## src/udpq_pkg.sv

```systemverilog
// ----------------------------------------------------------------------------
// udpq_pkg
// Types, codes and sizes shared by the UDP port receive queue block.
// ----------------------------------------------------------------------------
`default_nettype none

package udpq_pkg;

    localparam int NUM_PORTS   = 256;
    localparam int QUEUE_DEPTH = 16;
    localparam int MAX_COPY    = 4096;

    localparam int PORT_W  = $clog2(NUM_PORTS);
    localparam int QPTR_W  = $clog2(QUEUE_DEPTH);
    localparam int QCNT_W  = $clog2(QUEUE_DEPTH + 1);
    localparam int SLOT_W  = PORT_W + QPTR_W;
    localparam int ENTRIES = NUM_PORTS * QUEUE_DEPTH;
    localparam int COPY_W  = 13;

    localparam int CMDQ_DEPTH = 4;
    localparam int CMDQ_PTR_W = $clog2(CMDQ_DEPTH);
    localparam int CMDQ_CNT_W = $clog2(CMDQ_DEPTH + 1);

    localparam logic [1:0] MODE_BIND    = 2'd0;
    localparam logic [1:0] MODE_UNBIND  = 2'd1;
    localparam logic [1:0] MODE_ARRIVE  = 2'd2;
    localparam logic [1:0] MODE_RECEIVE = 2'd3;

    localparam logic [15:0] ETH_ARP     = 16'h0806;
    localparam logic [15:0] ETH_IP      = 16'h0800;
    localparam logic [15:0] MIN_ARP_LEN = 16'd42;
    localparam logic [15:0] MIN_IP_LEN  = 16'd34;
    localparam logic [7:0]  PROTO_UDP   = 8'd17;
    localparam logic [15:0] UDP_HDR     = 16'd8;

    localparam logic [3:0] STAT_OK        = 4'd0;
    localparam logic [3:0] STAT_BAD_PORT  = 4'd1;
    localparam logic [3:0] STAT_ALREADY   = 4'd2;
    localparam logic [3:0] STAT_NOT_BOUND = 4'd3;
    localparam logic [3:0] STAT_LIMIT     = 4'd4;
    localparam logic [3:0] STAT_EMPTY     = 4'd5;
    localparam logic [3:0] STAT_ARP       = 4'd6;
    localparam logic [3:0] STAT_RUNT      = 4'd7;
    localparam logic [3:0] STAT_NOT_UDP   = 4'd8;
    localparam logic [3:0] STAT_UNBOUND   = 4'd9;
    localparam logic [3:0] STAT_FULL      = 4'd10;

    localparam logic [2:0] CMD_DONE    = 3'd0;
    localparam logic [2:0] CMD_BIND    = 3'd1;
    localparam logic [2:0] CMD_UNBIND  = 3'd2;
    localparam logic [2:0] CMD_ARRIVE  = 3'd3;
    localparam logic [2:0] CMD_RECEIVE = 3'd4;

    typedef struct packed {
        logic [1:0]  mode;
        logic [15:0] port;
        logic [15:0] frame_length;
        logic [15:0] ether_type;
        logic [7:0]  ip_protocol;
        logic [31:0] source_ip;
        logic [15:0] source_port;
        logic [15:0] udp_length;
        logic [15:0] buffer_handle;
        logic [15:0] max_length;
    } t_in_item;

    typedef struct packed {
        logic [3:0]        status;
        logic [31:0]       result_source_ip;
        logic [15:0]       result_source_port;
        logic [COPY_W-1:0] copy_length;
        logic [15:0]       result_buffer;
    } t_out_item;

    typedef struct packed {
        logic [2:0]        op;
        logic [3:0]        status;
        logic [PORT_W-1:0] port;
        logic [31:0]       source_ip;
        logic [15:0]       source_port;
        logic [15:0]       udp_length;
        logic [15:0]       buffer;
        logic [COPY_W-1:0] limit;
    } t_cmd;

    typedef struct packed {
        logic              bound;
        logic [QPTR_W-1:0] head;
        logic [QCNT_W-1:0] count;
    } t_port_state;

    typedef struct packed {
        logic [31:0] source_ip;
        logic [15:0] source_port;
        logic [15:0] udp_length;
        logic [15:0] buffer;
    } t_entry;

endpackage

`default_nettype wire

```

## src/udpq_cmd_fifo.sv

```systemverilog
// ----------------------------------------------------------------------------
// udpq_cmd_fifo
// Short command queue between the classifier and the port engine.
// ----------------------------------------------------------------------------
`default_nettype none

module udpq_cmd_fifo
    import udpq_pkg::*;
(
    input  logic i_clk,
    input  logic i_rst_n,
    input  logic i_push,
    input  t_cmd i_data,
    output logic o_full,
    input  logic i_pop,
    output logic o_valid,
    output t_cmd o_data
);

    t_cmd                  r_mem [CMDQ_DEPTH];
    logic [CMDQ_PTR_W-1:0] r_wr_ptr;
    logic [CMDQ_PTR_W-1:0] r_rd_ptr;
    logic [CMDQ_CNT_W-1:0] r_count;
    logic                  do_push;
    logic                  do_pop;

    assign o_full  = r_count == CMDQ_CNT_W'(CMDQ_DEPTH);
    assign o_valid = r_count != '0;
    assign o_data  = r_mem[r_rd_ptr];
    assign do_push = i_push && !o_full;
    assign do_pop  = i_pop && o_valid;

    always_ff @(posedge i_clk) begin
        if (do_push) begin
            r_mem[r_wr_ptr] <= i_data;
        end
    end

    always_ff @(posedge i_clk) begin
        if (!i_rst_n) begin
            r_wr_ptr <= '0;
            r_rd_ptr <= '0;
            r_count  <= '0;
        end else begin
            if (do_push) begin
                r_wr_ptr <= r_wr_ptr + 1'b1;
            end
            if (do_pop) begin
                r_rd_ptr <= r_rd_ptr + 1'b1;
            end
            if (do_push && !do_pop) begin
                r_count <= r_count + 1'b1;
            end else if (do_pop && !do_push) begin
                r_count <= r_count - 1'b1;
            end
        end
    end

endmodule

`default_nettype wire

```

## config.mk

```make
export PLATFORM = sky130hd
export DESIGN_NAME = udpq_cmd_fifo
export DESIGN_NICKNAME = d
export VERILOG_FILES = /design/src/udpq_pkg.sv /design/src/udpq_cmd_fifo.sv
export SDC_FILE = /design/constraint.sdc
export NUM_CORES = 1
export LEC_CHECK = 0
export BUFFER_PORTS_ARGS = -buffer_cell sky130_fd_sc_hd__buf_2
export CELL_PAD_IN_SITES_DETAIL_PLACEMENT = 1
export CELL_PAD_IN_SITES_GLOBAL_PLACEMENT = 1
export CORE_UTILIZATION = 45
export CTS_CLUSTER_DIAMETER = 40
export DETAILED_ROUTE_END_ITERATION = 8
export PLACE_DENSITY_LB_ADDON = 0.1
export SLEW_MARGIN = 5
export SYNTH_ARGS = -nofsm -noshare
export SYNTH_HDL_FRONTEND = slang
export SYNTH_SLANG_ARGS = --single-unit
```

## constraint.sdc

```tcl
create_clock -name i_clk -period 4.5 [get_ports i_clk]
set_clock_uncertainty 0.2 [all_clocks]
set_input_delay 0.225 -clock i_clk [delete_from_list [all_inputs] [get_ports i_clk]]
set_output_delay 0.225 -clock i_clk [all_outputs]
set_load 0.03 [all_outputs]
```

==> out/results.ini <==
[run_status]
status = finished clean

[yosys]
yosys.area.top_type_share = 0.810
syn_area_per_cell_um2 = 26.2
syn_area_um2 = 16000
ys_types = 22
synth_cells = 612
yosys.area.top_type = edfxtp_1
yosysWarnings = 0
synth_area_leaders = edfxtp_1 (81%), mux4_2 (15%), dfxtp_1 (1.1%)
synth_seq_cells = 441
synth.net_count = 730
seq_area_frac_synth = 0.821

[place]
port_buffers = 221
preCtsSetupSlack_ns = 1.59
gp_congestion = 0.697
post-place-cells = 1271
dpl.hpwl_um = 19100

[pwr]
power_density_nw_per_um2 = 614
p_leak_nw = 7.00
irDropWorstVdd_mv = 0.415

[route]
wire_per_inst_um = 22.4
drtAntennaViolNets = 0
first_iter_violations = 442
drc_errors = 0
vias = 7618
firstDrtPassIters = 4
routed_wl_um = 33100
drt-vias-per-instance = 5.16

[finish]
final_cell_mix = edfxtp_1 (432), buf_2 (221), dlygate4sd3_1 (112)
final_common_cell = edfxtp_1
nets = 1099
stdcell_count = 1476
nFillCells = 2970
layout-drive-gt1-share = 0.416
diodes = 0
synthToLayoutAreaGrowth_pct = 28.4

[floorplan]
core_um2 = 34800
die_area_um2 = 36400
die_w_um = 191
fp.dieH_um = 191
pin_count = 222
start_util = 0.460
core.rowCount = 68

[critical_path]
arrival_ns = 2.72
crit_path_start_kind = flop
crit_family = flip-flops
crit_path_top_delay_cell = dfxtp_4
cp_slowest_stage_delay_ns = 1.04
endpoint_kind = output port
worstPathBufferInverterCount = 2
required_ns = 4.07
crit_chain = buf_4, mux4_2, buf_2
crit_type = reg2out
crit_fanout = 67

[sta]
finalHoldViolCount = 0
setup_tns_ns = 0
timing.fmax_ghz = 0.318
min_period_ns = 3.15
drv_slew = 0
post-route-period-util = 0.699
rsz0062_at_grt = no
slew_headroom = 0.290
setup_violations = 0
layout_setup_ws_ns = 1.35
tightest_slew_ns = 1.06

[flow_run]
max_cap_violations = 0

[cts]
clock_path_buffers = 3
insertion_delay_ns = 0.56
clock-root-buffer = clkbuf_16
cts.htree.levels = 2
tritoncts = built
path_clk_slew_ns = 0.06
cts_resized = 0
cts_buffers = 51
clock_sinks = 441

[grt]
grt_max_degree = 68
grt_pass1_vias = 8553
grt.overflow.total = 0
grt_pass1_wl_um = 50500
antenna_found_initial = 1
grt_usage = 0.188

[hold_path]
min_path_type = in2reg

[layout make-up]
type,count,area (µm²),share of cell area
Tap cell,455,569,0.0277
Clock inverter,35,399,0.0194
Sequential cell,441,13200,0.640
Multi-Input combinational cell,142,2720,0.132
Inverter,3,11.3,0.000547
Clock buffer,58,1350,0.0654
Timing Repair Buffer,342,2370,0.115
[power by group]
part | leakage, nW | switching, mW | total [mW] | internal (mW)
registers | 4.03 | 0.238 | 5.23 | 4.99
logic | 2.11 | 1.94 | 3.19 | 1.25
clock network | 0.854 | 1.61 | 4.21 | 2.61
[through the flow]
step	hold WS, ns	area (µm²)	total power, mW	utilization
floorplan	0.124	16000	7.56	-
global placement	0.234	17700	8.42	0.509
detailed placement	0.243	17700	8.50	0.509
CTS	0.187	20600	12.8	0.591
global route	0.204	20600	13.1	0.591
finish	0.222	20600	12.6	0.591
[cell usage after synthesis (all sizes together)]
cell type,n
fa,1
mux4,108
inv,3
or3,2
ha,5
edfxtp,432
and2,8
xor2,1
dfxtp,9
nor3b,1
o21ai,1
clkbuf,10
o31ai,1
mux2i,3
xnor2,3
nand2,4
a21boi,1
o311ai,1
nor2b,2
buf,16
[metal layers]
layer  GRT usage  part of all wire
met4      0.0492             0.016
met1       0.240              0.41
met2       0.318              0.51
met5           0           0.00030
met3      0.0499             0.064
[cells by family (layout without fill, tap and decap cells)]
logic type               count (synthesis)  count (layout)  synth area share
AO/OA/AOI/OAI                            4               4           0.00180
adder cells (fa/ha/maj)                  6               6           0.00516
AND/OR/NAND/NOR                         17              17           0.00609
multiplexers                           111             111             0.154
flip-flops                             441             441             0.821
XOR/XNOR                                 4               4           0.00219
buffers and inverters                   29             438           0.00984
[sequential cells by signal, indices dropped and copies added, names as in the netlist, named ones only]
name / flops
r_count: 3
r_mem: 432
r_rd_ptr: 2
r_wr_ptr: 2
[worst register-to-register path, delay by kind of cell, from the launching register on]
kind / cells / cell delay, ns
AND/OR/NAND/NOR: 3 / 1.35
buffers and inverters: 1 / 0.45
flip-flops: 1 / 0.46
[final timing paths]
path                     from      endpoint  slack (ns)  cells past startpoint
hold reg to reg   r_wr_ptr[0]   r_wr_ptr[0]        0.34                      2
hold / removal     i_data[10]  r_mem[3][10]        0.22                      2
setup / recovery         flop   o_data[102]        1.35                      3
setup reg to reg   r_count[0]  r_mem[3][48]        1.64                      4
[what timing repair did]
| action | in CTS | in global routing |
|---|---|---|
| hold buffers | 112 | 0 |
| buffers inserted | 0 | 0 |
| hold endpoints to repair | 441 | 0 |
No activity file was read; power rests on OpenSTA's default activity.
