$ cat src/udpq_pkg.sv
// ----------------------------------------------------------------------------
// udpq_pkg
// Types, codes and sizes shared by the UDP port receive queue block.
// ----------------------------------------------------------------------------
`default_nettype none

package udpq_pkg;

    localparam int NUM_PORTS   = 256;
    localparam int QUEUE_DEPTH = 16;
    localparam int MAX_COPY    = 4096;

    localparam int PORT_W  = $clog2(NUM_PORTS);
    localparam int QPTR_W  = $clog2(QUEUE_DEPTH);
    localparam int QCNT_W  = $clog2(QUEUE_DEPTH + 1);
    localparam int SLOT_W  = PORT_W + QPTR_W;
    localparam int ENTRIES = NUM_PORTS * QUEUE_DEPTH;
    localparam int COPY_W  = 13;

    localparam int CMDQ_DEPTH = 4;
    localparam int CMDQ_PTR_W = $clog2(CMDQ_DEPTH);
    localparam int CMDQ_CNT_W = $clog2(CMDQ_DEPTH + 1);

    localparam logic [1:0] MODE_BIND    = 2'd0;
    localparam logic [1:0] MODE_UNBIND  = 2'd1;
    localparam logic [1:0] MODE_ARRIVE  = 2'd2;
    localparam logic [1:0] MODE_RECEIVE = 2'd3;

    localparam logic [15:0] ETH_ARP     = 16'h0806;
    localparam logic [15:0] ETH_IP      = 16'h0800;
    localparam logic [15:0] MIN_ARP_LEN = 16'd42;
    localparam logic [15:0] MIN_IP_LEN  = 16'd34;
    localparam logic [7:0]  PROTO_UDP   = 8'd17;
    localparam logic [15:0] UDP_HDR     = 16'd8;

    localparam logic [3:0] STAT_OK        = 4'd0;
    localparam logic [3:0] STAT_BAD_PORT  = 4'd1;
    localparam logic [3:0] STAT_ALREADY   = 4'd2;
    localparam logic [3:0] STAT_NOT_BOUND = 4'd3;
    localparam logic [3:0] STAT_LIMIT     = 4'd4;
    localparam logic [3:0] STAT_EMPTY     = 4'd5;
    localparam logic [3:0] STAT_ARP       = 4'd6;
    localparam logic [3:0] STAT_RUNT      = 4'd7;
    localparam logic [3:0] STAT_NOT_UDP   = 4'd8;
    localparam logic [3:0] STAT_UNBOUND   = 4'd9;
    localparam logic [3:0] STAT_FULL      = 4'd10;

    localparam logic [2:0] CMD_DONE    = 3'd0;
    localparam logic [2:0] CMD_BIND    = 3'd1;
    localparam logic [2:0] CMD_UNBIND  = 3'd2;
    localparam logic [2:0] CMD_ARRIVE  = 3'd3;
    localparam logic [2:0] CMD_RECEIVE = 3'd4;

    typedef struct packed {
        logic [1:0]  mode;
        logic [15:0] port;
        logic [15:0] frame_length;
        logic [15:0] ether_type;
        logic [7:0]  ip_protocol;
        logic [31:0] source_ip;
        logic [15:0] source_port;
        logic [15:0] udp_length;
        logic [15:0] buffer_handle;
        logic [15:0] max_length;
    } t_in_item;

    typedef struct packed {
        logic [3:0]        status;
        logic [31:0]       result_source_ip;
        logic [15:0]       result_source_port;
        logic [COPY_W-1:0] copy_length;
        logic [15:0]       result_buffer;
    } t_out_item;

    typedef struct packed {
        logic [2:0]        op;
        logic [3:0]        status;
        logic [PORT_W-1:0] port;
        logic [31:0]       source_ip;
        logic [15:0]       source_port;
        logic [15:0]       udp_length;
        logic [15:0]       buffer;
        logic [COPY_W-1:0] limit;
    } t_cmd;

    typedef struct packed {
        logic              bound;
        logic [QPTR_W-1:0] head;
        logic [QCNT_W-1:0] count;
    } t_port_state;

    typedef struct packed {
        logic [31:0] source_ip;
        logic [15:0] source_port;
        logic [15:0] udp_length;
        logic [15:0] buffer;
    } t_entry;

endpackage

`default_nettype wire

$ cat src/udpq_front.sv
// ----------------------------------------------------------------------------
// udpq_front
// Classifies an incoming request and resolves every outcome that does not
// depend on per-port state.
// ----------------------------------------------------------------------------
`default_nettype none

module udpq_front
    import udpq_pkg::*;
(
    input  t_in_item i_item,
    output t_cmd     o_cmd
);

    logic port_ok;
    logic is_arp;
    logic is_ip;

    assign port_ok = 32'(i_item.port) < NUM_PORTS;
    assign is_arp  = (i_item.frame_length >= MIN_ARP_LEN) && (i_item.ether_type == ETH_ARP);
    assign is_ip   = (i_item.frame_length >= MIN_IP_LEN) && (i_item.ether_type == ETH_IP);

    always_comb begin
        o_cmd             = '0;
        o_cmd.port        = i_item.port[PORT_W-1:0];
        o_cmd.source_ip   = i_item.source_ip;
        o_cmd.source_port = i_item.source_port;
        o_cmd.udp_length  = i_item.udp_length;
        o_cmd.limit       = i_item.max_length[COPY_W-1:0];
        o_cmd.status      = STAT_OK;
        unique case (i_item.mode)
            MODE_BIND, MODE_UNBIND: begin
                if (!port_ok) begin
                    o_cmd.op     = CMD_DONE;
                    o_cmd.status = STAT_BAD_PORT;
                end else begin
                    o_cmd.op = (i_item.mode == MODE_BIND) ? CMD_BIND : CMD_UNBIND;
                end
            end
            MODE_ARRIVE: begin
                o_cmd.buffer = i_item.buffer_handle;
                o_cmd.op     = CMD_DONE;
                if (is_arp) begin
                    o_cmd.status = STAT_ARP;
                end else if (!is_ip) begin
                    o_cmd.status = STAT_RUNT;
                end else if (i_item.ip_protocol != PROTO_UDP) begin
                    o_cmd.status = STAT_NOT_UDP;
                end else if (!port_ok) begin
                    o_cmd.status = STAT_UNBOUND;
                end else begin
                    o_cmd.op = CMD_ARRIVE;
                end
            end
            MODE_RECEIVE: begin
                o_cmd.op = CMD_DONE;
                if (i_item.max_length > 16'(MAX_COPY)) begin
                    o_cmd.status = STAT_LIMIT;
                end else if (!port_ok) begin
                    o_cmd.status = STAT_BAD_PORT;
                end else begin
                    o_cmd.op = CMD_RECEIVE;
                end
            end
            default: o_cmd.op = CMD_DONE;
        endcase
    end

endmodule

`default_nettype wire

$ cat config.mk
export PLATFORM = sky130hd
export DESIGN_NAME = udpq_front
export DESIGN_NICKNAME = d
export VERILOG_FILES = /design/src/udpq_pkg.sv /design/src/udpq_front.sv
export SDC_FILE = /design/constraint.sdc
export NUM_CORES = 1
export LEC_CHECK = 0
export BUFFER_PORTS_ARGS = -buffer_cell sky130_fd_sc_hd__buf_2
export CAP_MARGIN = 40
export CORE_AREA = 8 8 96 98
export DETAILED_ROUTE_END_ITERATION = 10
export DIE_AREA = 0 0 104 106
export GPL_TIMING_DRIVEN = 0
export MAX_ROUTING_LAYER = met4
export PLACE_DENSITY_LB_ADDON = 0.12
export SLEW_MARGIN = 20
export SYNTH_ARGS = -nofsm -noshare
export SYNTH_HDL_FRONTEND = slang
export SYNTH_SLANG_ARGS = --single-unit
$ cat constraint.sdc
create_clock -name vclk -period 2
set_clock_uncertainty 0.1 [all_clocks]
set_input_delay 0 -clock vclk [all_inputs]
set_output_delay 0 -clock vclk [all_outputs]
set_load 0.005 [all_outputs]
==> results of run 1 <==
-- through the flow --
step	area, um2	power (mW)
finish	2180	0.366
global route	2180	0.404
CTS	2180	0.375
detailed placement	2180	0.374
global placement	2180	0.373
floorplan	1100	0.173
-- area by class of cell --
cell class | count | area [um2]
multi-input combinational | 62 | 452
buffer | 87 | 646
inverter | 1 | 3.75
timing repair buffer | 189 | 946
fill | 895 | 5670
tap | 105 | 131
-- metal layers --
metal	share of wire	routed length, um	vias to the layer above	track usage
li1	-	-	802	-
met1	0.34	2030	639	0.0940
met2	0.54	3260	137	0.193
met3	0.11	687	2	0.0363
met4	0.0037	22	0	0.00310
met5	0	0	-	-
-- placed cells by master (no fill, tap or decap), types with 3 or more instances in the layout --
cell / Yosys / layout
nand3_1: 4 / 4
nand2_1: 4 / 4
buf_4: 85 / 85
nor4_1: 8 / 8
and2_1: 17 / 17
nor2_1: 3 / 3
buf_2: 0 / 189
-- report_power, final --
| group | internal, mW | leakage, nW | switching [mW] |
|---|---|---|---|
| sequential | 0 | 0 | 0 |
| clock | 0 | 0 | 0 |
| combinational | 0.245 | 1.30 | 0.121 |
-- worst max-delay path, delay by kind of cell --
| kind | cells | cell delay [ns] |
|---|---|---|
| AO/OA/AOI/OAI | 1 | 0.23 |
| AND/OR/NAND/NOR | 4 | 1.01 |
| buffers and inverters | 2 | 0.26 |
-- worst min-delay path by stage --
stage                 endpoint   startpoint  slack, ns  depth (start not counted)
floorplan           o_cmd[105]  i_item[152]      -0.08                          1
global placement     o_cmd[51]   i_item[54]       0.07                          2
detailed placement   o_cmd[71]   i_item[74]       0.07                          2
CTS                  o_cmd[47]   i_item[50]       0.07                          2
global route         o_cmd[88]   i_item[91]       0.07                          2
finish               o_cmd[49]   i_item[52]       0.07                          2
-- cell families after synthesis --
logic type             after synthesis
buffers and inverters               88
AOI/OAI and AO/OA                   11
and+or+nand+nor                     51
==> results.json, run 1 <==
{
  "status": "finished, final reports clean",
  "grt_max_degree": 11,
  "ctsResizeCount": 0,
  "synth-xor-area-share": 0,
  "fin_crit_sh": 0.804,
  "ctsHoldBuffers": 0,
  "dieHeight_um": 106,
  "areaGrowthSynthToFinish_pct": 97.8,
  "netlist_instances": 150,
  "setup_slack_ns": 0.392,
  "endpoint": "o_cmd[105]",
  "first_global_vias": 1755,
  "die_x_um": 104,
  "synthMostInstantiatedCell": "buf_4",
  "netlist_area_um2": 1100,
  "synth_common_cells": "85 x buf_4, 17 x and2_1, 8 x nor4_1",
  "rows": 33,
  "tightest_slew_ns": 0.336,
  "muxShareOfSynthArea": 0,
  "cap_viol_max_count": 0,
  "drt-vias-per-instance": 3.56,
  "fin_cells": 444,
  "post-place-ws_ns": 0.349,
  "synth.largest_area_cell": "buf_4",
  "critPathKind": "in -> out",
  "synth.distinct_cells": 28,
  "startpoint": "i_item[117]",
  "pin_count": 262,
  "synthTopCellsByArea": "buf_4 58%, and2_1 9.7%, nor4_1 4.5%",
  "cts_setup_buffers": 0,
  "end_kind": "primary output",
  "grt_overflow_total": 0,
  "critPathMaxStageDelay_ns": 0.35,
  "dpl.cell_count": 444,
  "final-hold-violation-count": 0,
  "dr.pass1.iters": 4,
  "drive_gt1_frac": 0.829,
  "worst_ir_drop_vdd_mv": 0.0737,
  "vias": 1580,
  "drt_iter0_markers": 30,
  "p_leak_nw": 1.30,
  "fin_setup_tns_ns": 0,
  "wl_mm": 6.00,
  "ant_nets": 0,
  "hp-class": "in -> out",
  "fin_nets": 495,
  "synth_fa_ha_area_frac": 0,
  "path_cells": "buf_2 -> nor4b_4 -> nand4_1 -> nor4_4 -> nand2_1 -> a211oi_2 -> buf_2",
  "finalMaxSlewViolations": 0,
  "hold_ws_ns": 0.0670,
  "utilization": 0.278,
  "antenna_cells": 0,
  "antenna_found_initial": 0,
  "cp_data_arrival_time_ns": 1.51,
  "synth-compound-area-share": 0.0784,
  "portBuffers": 189,
  "min_period_ns": 1.61,
  "synth_top_family_by_area": "buffers and inverters",
  "cpMostUsedCell": "buf_2",
  "wl_per_cell_um": 13.5,
  "cp-start-kind": "input pin",
  "fp.coreArea_um2": 7850,
  "critPathRequiredTime_ns": 1.90,
  "crit_fanout": 4,
  "synth_top_area_share": 0.580,
  "pwr_density_cell_nw_per_um2": 168,
  "setup-violations-final": 0,
  "avgSynthCellArea_um2": 7.34,
  "grt_first_pass_wirelength_mm": 8.94,
  "hpwlAfterDp_mm": 5.86,
  "seq_cell_count": 0,
  "yosys_warnings": 0,
  "ff_latch_area_um2": 0,
  "grt_usage": 0.0984,
  "dieArea_um2": 11000,
  "fmax_mhz": 622,
  "syn-num-nets": 304,
  "initial_utilization": 0.140,
  "drc": 0,
  "rsz0062_at_grt": "no",
  "routabilityCongestion": 0.720,
  "worst_path_max_delay_cell": "nor4_4",
  "clkbuf_count": 0,
  "ys_seq_area_frac": 0,
  "slew_headroom": 0.774,
  "yosys.area_share.simple": 0.332
}
No activity file was read; power rests on OpenSTA's default activity.
==> run 2: changes to the inputs <==
--- a/config.mk
+++ b/config.mk
@@ -5,11 +5,12 @@
 export SDC_FILE = /design/constraint.sdc
 export NUM_CORES = 1
 export LEC_CHECK = 0
+export ABC_AREA = 1
 export BUFFER_PORTS_ARGS = -buffer_cell sky130_fd_sc_hd__buf_2
 export CAP_MARGIN = 40
-export CORE_AREA = 8 8 96 98
+export CORE_AREA = 8 8 95 97
 export DETAILED_ROUTE_END_ITERATION = 10
-export DIE_AREA = 0 0 104 106
+export DIE_AREA = 0 0 103 105
 export GPL_TIMING_DRIVEN = 0
 export MAX_ROUTING_LAYER = met4
 export PLACE_DENSITY_LB_ADDON = 0.12
==> constraint.sdc (replaced) <==
create_clock -name vclk -period 1.4
set_clock_uncertainty 0.1 [all_clocks]
set_input_delay 0 -clock vclk [all_inputs]
set_output_delay 0 -clock vclk [all_outputs]
set_load 0.005 [all_outputs]
==> results.json, run 2 <==
{
  "synth-xor-area-share": 0,
  "critPathRequiredTime_ns": 1.30,
  "synth.distinct_cells": 20,
  "grt_usage": 0.0982,
  "fin_nets": 569,
  "synthTopCellsByArea": "buf_4 51%, nor2_1 15%, inv_1 8.6%",
  "final_area_um2": 2340,
  "utilization": 0.310,
  "slew_headroom": 0.830,
  "grtUsageMet3": 0.0186,
  "grt_first_pass_wirelength_mm": 8.69,
  "netlist_instances": 224,
  "swShare": 0.357,
  "netlist_area_um2": 1260,
  "fin_crit_sh": 0.789,
  "hpwlAfterDp_mm": 5.94,
  "hold_start": "i_item[58]",
  "p_seq_frac": 0,
  "startpoint": "i_item[147]",
  "synthMostInstantiatedCell": "buf_4",
  "initial_utilization": 0.168,
  "min_period_ns": 1.10,
  "finalMaxSlewViolations": 0,
  "ff_latch_area_um2": 0,
  "comb_power_share": 1.000,
  "dieArea_um2": 10800,
  "setup-violations-final": 0,
  "grt_use_met1": 0.0931,
  "ant_nets": 0,
  "routabilityCongestion": 0.675,
  "areaGrowthSynthToFinish_pct": 85.0,
  "drt-vias-per-instance": 3.44,
  "hp-class": "in -> out",
  "dr.pass1.iters": 4,
  "drive_gt1_frac": 0.700,
  "synth.largest_area_cell": "buf_4",
  "critPathKind": "in -> out",
  "vias": 1774,
  "grt_overflow_total": 0,
  "end_kind": "primary output",
  "tightest_slew_ns": 0.254,
  "dpl_cell_area_um2": 2340,
  "syn-num-nets": 378,
  "synth-compound-area-share": 0.0178,
  "final_cell_mix": "190 x buf_2, 85 x buf_4, 51 x nor2_1, 29 x inv_1, 27 x nand2_1",
  "fin_setup_tns_ns": 0,
  "antenna_found_initial": 0,
  "avgSynthCellArea_um2": 5.64,
  "met2_usage": 0.203,
  "muxShareOfSynthArea": 0,
  "synth_top_family_by_area": "buffers and inverters",
  "endpoint": "o_cmd[105]",
  "cap_viol_max_count": 0,
  "cp_data_arrival_time_ns": 1.00,
  "ctsHoldBuffers": 0,
  "cp-start-kind": "input pin",
  "clkbuf_count": 0,
  "power.total_uw": 555,
  "drc": 0,
  "ys_seq_area_frac": 0,
  "pwr_density_cell_nw_per_um2": 238,
  "p_int_uw": 357,
  "synth_common_cells": "85 x buf_4, 51 x nor2_1, 29 x inv_1",
  "ctsResizeCount": 0,
  "seq_cell_count": 0,
  "p_leak_nw": 1.55,
  "final-hold-violation-count": 0,
  "cts_setup_buffers": 0,
  "dieHeight_um": 105,
  "final_common_cell": "buf_2",
  "yosys.area_share.simple": 0.381,
  "antenna_cells": 0,
  "yosys_warnings": 0,
  "wl_mm": 6.15,
  "p_sw_uw": 198,
  "grt_max_degree": 11,
  "first_global_vias": 1798,
  "crit_fanout": 5,
  "pin_count": 262,
  "portBuffers": 189,
  "worst_ir_drop_vdd_mv": 0.0997,
  "rsz0062_at_grt": "no",
  "power_frac_clock": 0,
  "status": "finished, final reports clean",
  "synth_top_area_share": 0.505,
  "rows": 32,
  "wl_per_cell_um": 11.9,
  "drt_iter0_markers": 55,
  "synth_fa_ha_area_frac": 0,
  "fp.coreArea_um2": 7530,
  "die_x_um": 103,
  "fmax_mhz": 905,
  "busiest_layer": "met2"
}
==> run 2: changes by cell type in the layout (fill, tap and decap cells not counted), moves of 3 or more <==
cell,previous run,this run
nor2_1,3,51
inv_1,1,29
nand2_1,4,27
and2_1,17,2
nor4_1,8,0
nand3b_1,0,4
nor2_2,0,3
nor2_4,0,3
==> run 2: worst max-delay path, stage by stage <==
cell and delay [ns]:
buf_2 0.09, nor2_1 0.09, nand4_1 0.24, nor3_2 0.24
nand4_2 0.14, nand2_1 0.07, buf_2 0.11
==> run 2: worst min path at each step <==
stage | end | depth (start not counted)
after floorplan | o_cmd[13] | 2
after global placement | o_cmd[72] | 2
after detailed placement | o_cmd[55] | 2
after CTS | o_cmd[36] | 2
after global routing | o_cmd[64] | 2
final | o_cmd[55] | 2
==> run 2: power groups by stage <==
| stage | clock (mW) | combinational (mW) | sequential, mW |
|---|---|---|---|
| finish | 0 | 0.555 | 0 |
| global route | 0 | 0.615 | 0 |
| CTS | 0 | 0.569 | 0 |
| detailed placement | 0 | 0.567 | 0 |
| global placement | 0 | 0.563 | 0 |
| floorplan | 0 | 0.279 | 0 |
==> run 2: through the flow <==
step / hold slack [ns] / std cells / setup slack, ns
after floorplan: -0.0293 / 224 / 0.631
after global placement: 0.0703 / 515 / 0.295
after detailed placement: 0.0696 / 515 / 0.276
after CTS: 0.0696 / 515 / 0.277
after global routing: 0.0709 / 515 / 0.185
final: 0.0662 / 515 / 0.296
==> run 2: metal layers <==
metal / wire length, um / share of wire
met3: 765 / 0.12
met1: 2000 / 0.33
met2: 3380 / 0.55
met4: 0 / 0
met5: 0 / 0
==> run 2: final cells by class <==
type | count | area, um2
Multi-Input combinational cell | 107 | 503
Tap cell | 102 | 128
Fill cell | 864 | 5190
Buffer | 86 | 643
Timing Repair Buffer | 189 | 946
Inverter | 31 | 116
==> run 2: cells by family after synthesis <==
kind of cell    Yosys count
buf+inv                 117
compound gates            3
simple gates            104
==> run 3: changes to the inputs <==
==> constraint.sdc (replaced) <==
create_clock -name vclk -period 0.95
set_clock_uncertainty 0.1 [all_clocks]
set_input_delay 0 -clock vclk [all_inputs]
set_output_delay 0 -clock vclk [all_outputs]
set_load 0.005 [all_outputs]
==> results.json, run 3 (synthesized netlist as in run 2, its figures left out) <==
{
  "status": "finished, violations left",
  "violations": "negative setup slack",
  "grt_overflow_total": 0,
  "critPathKind": "in -> out",
  "grt_usage": 0.0998,
  "fin_cells": 517,
  "clkbuf_count": 0,
  "hp-class": "in -> out",
  "tightest_slew_ns": 0.217,
  "ant_nets": 0,
  "wl_mm": 6.28,
  "pin_count": 262,
  "fin_crit_sh": 1.12,
  "grt_max_degree": 11,
  "post-place-ws_ns": -0.174,
  "slew_headroom": 0.854,
  "drc": 0,
  "seq_cell_count": 0,
  "final-hold-violation-count": 0,
  "setup_slack_ns": -0.110,
  "end_kind": "primary output",
  "cp-start-kind": "input pin",
  "pwr_density_cell_nw_per_um2": 352,
  "worst_ir_drop_vdd_mv": 0.147,
  "cap_viol_max_count": 0,
  "crit_fanout": 5,
  "antenna_found_initial": 0,
  "fmax_mhz": 943,
  "ff_latch_area_um2": 0,
  "cp_data_arrival_time_ns": 0.96,
  "min_period_ns": 1.06,
  "final_common_cell": "buf_2",
  "final_area_um2": 2480,
  "routabilityCongestion": 0.675,
  "rsz0062_at_grt": "yes",
  "hpwlAfterDp_mm": 5.94,
  "power.total_uw": 876,
  "drive_gt1_frac": 0.749,
  "fp.coreArea_um2": 7530,
  "fin_setup_tns_ns": -0.426,
  "initial_utilization": 0.168,
  "p_leak_nw": 1.58,
  "die_x_um": 103,
  "setup-violations-final": 5,
  "dieArea_um2": 10800,
  "portBuffers": 189,
  "critPathRequiredTime_ns": 0.85,
  "dr.pass1.iters": 4,
  "drt-vias-per-instance": 3.52,
  "dpl_cell_area_um2": 2340,
  "vias": 1818,
  "final_cell_mix": "181 x buf_2, 87 x buf_4, 38 x nor2_1, 29 x inv_1, 22 x nand2_1",
  "grt_first_pass_wirelength_mm": 8.86,
  "rows": 32,
  "fin_nets": 571,
  "ctsHoldBuffers": 0,
  "dieHeight_um": 105,
  "dpl.cell_count": 515,
  "first_global_vias": 1838,
  "drt_iter0_markers": 49,
  "finalMaxSlewViolations": 0,
  "wl_per_cell_um": 12.2,
  "antenna_cells": 0,
  "areaGrowthSynthToFinish_pct": 96.8
}
## run 3: timing repair
action,4_1_cts,5_1_grt
resized for setup,18,17
pin swaps,14,6
buffers inserted,1,1
endpoints found under the setup margin,17,17
## run 3: cell type report
type | instances | area (um2)
Fill cell | 869 | 5040
Timing Repair Buffer | 191 | 1010
Buffer | 86 | 649
Multi-Input combinational cell | 107 | 578
Tap cell | 102 | 128
Inverter | 31 | 119
## run 3: worst paths after layout
check,slack (ns),to,start,cells after the start
worst min-delay path,0.07,o_cmd[55],i_item[58],2
worst max-delay path,-0.11,o_cmd[106],i_item[127],9
## run 3: metal layers
layer	up-vias	share of wire	global-route usage
li1	962	-	-
met1	741	0.32	0.0943
met3	0	0.12	0.0199
met5	-	0	-
met4	0	0	0
met2	115	0.56	0.207
## run 3: where the power goes
group | internal [mW] | switching (mW) | leakage (nW) | total, mW
Combinational | 0.560 | 0.315 | 1.58 | 0.876
Sequential | 0 | 0 | 0 | 0
Clock | 0 | 0 | 0 | 0
Total | 0.560 | 0.315 | 1.58 | 0.876
## run 3: critical path, stage by stage
cell and delay, ns:
buf_6 0.09, nor2_4 0.13, nand3_2 0.10, nor2_4 0.11
nor2_4 0.05, nor2_4 0.16, nand4_2 0.11, nand2_1 0.08
buf_2 0.11
## run 3: per-stage QoR
| stage | util | hold WS [ns] |
|---|---|---|
| floorplan | - | -0.0293 |
| global placement | 0.310 | 0.0703 |
| detailed placement | 0.310 | 0.0696 |
| CTS | 0.321 | 0.0696 |
| global route | 0.330 | 0.0709 |
| finish | 0.330 | 0.0662 |
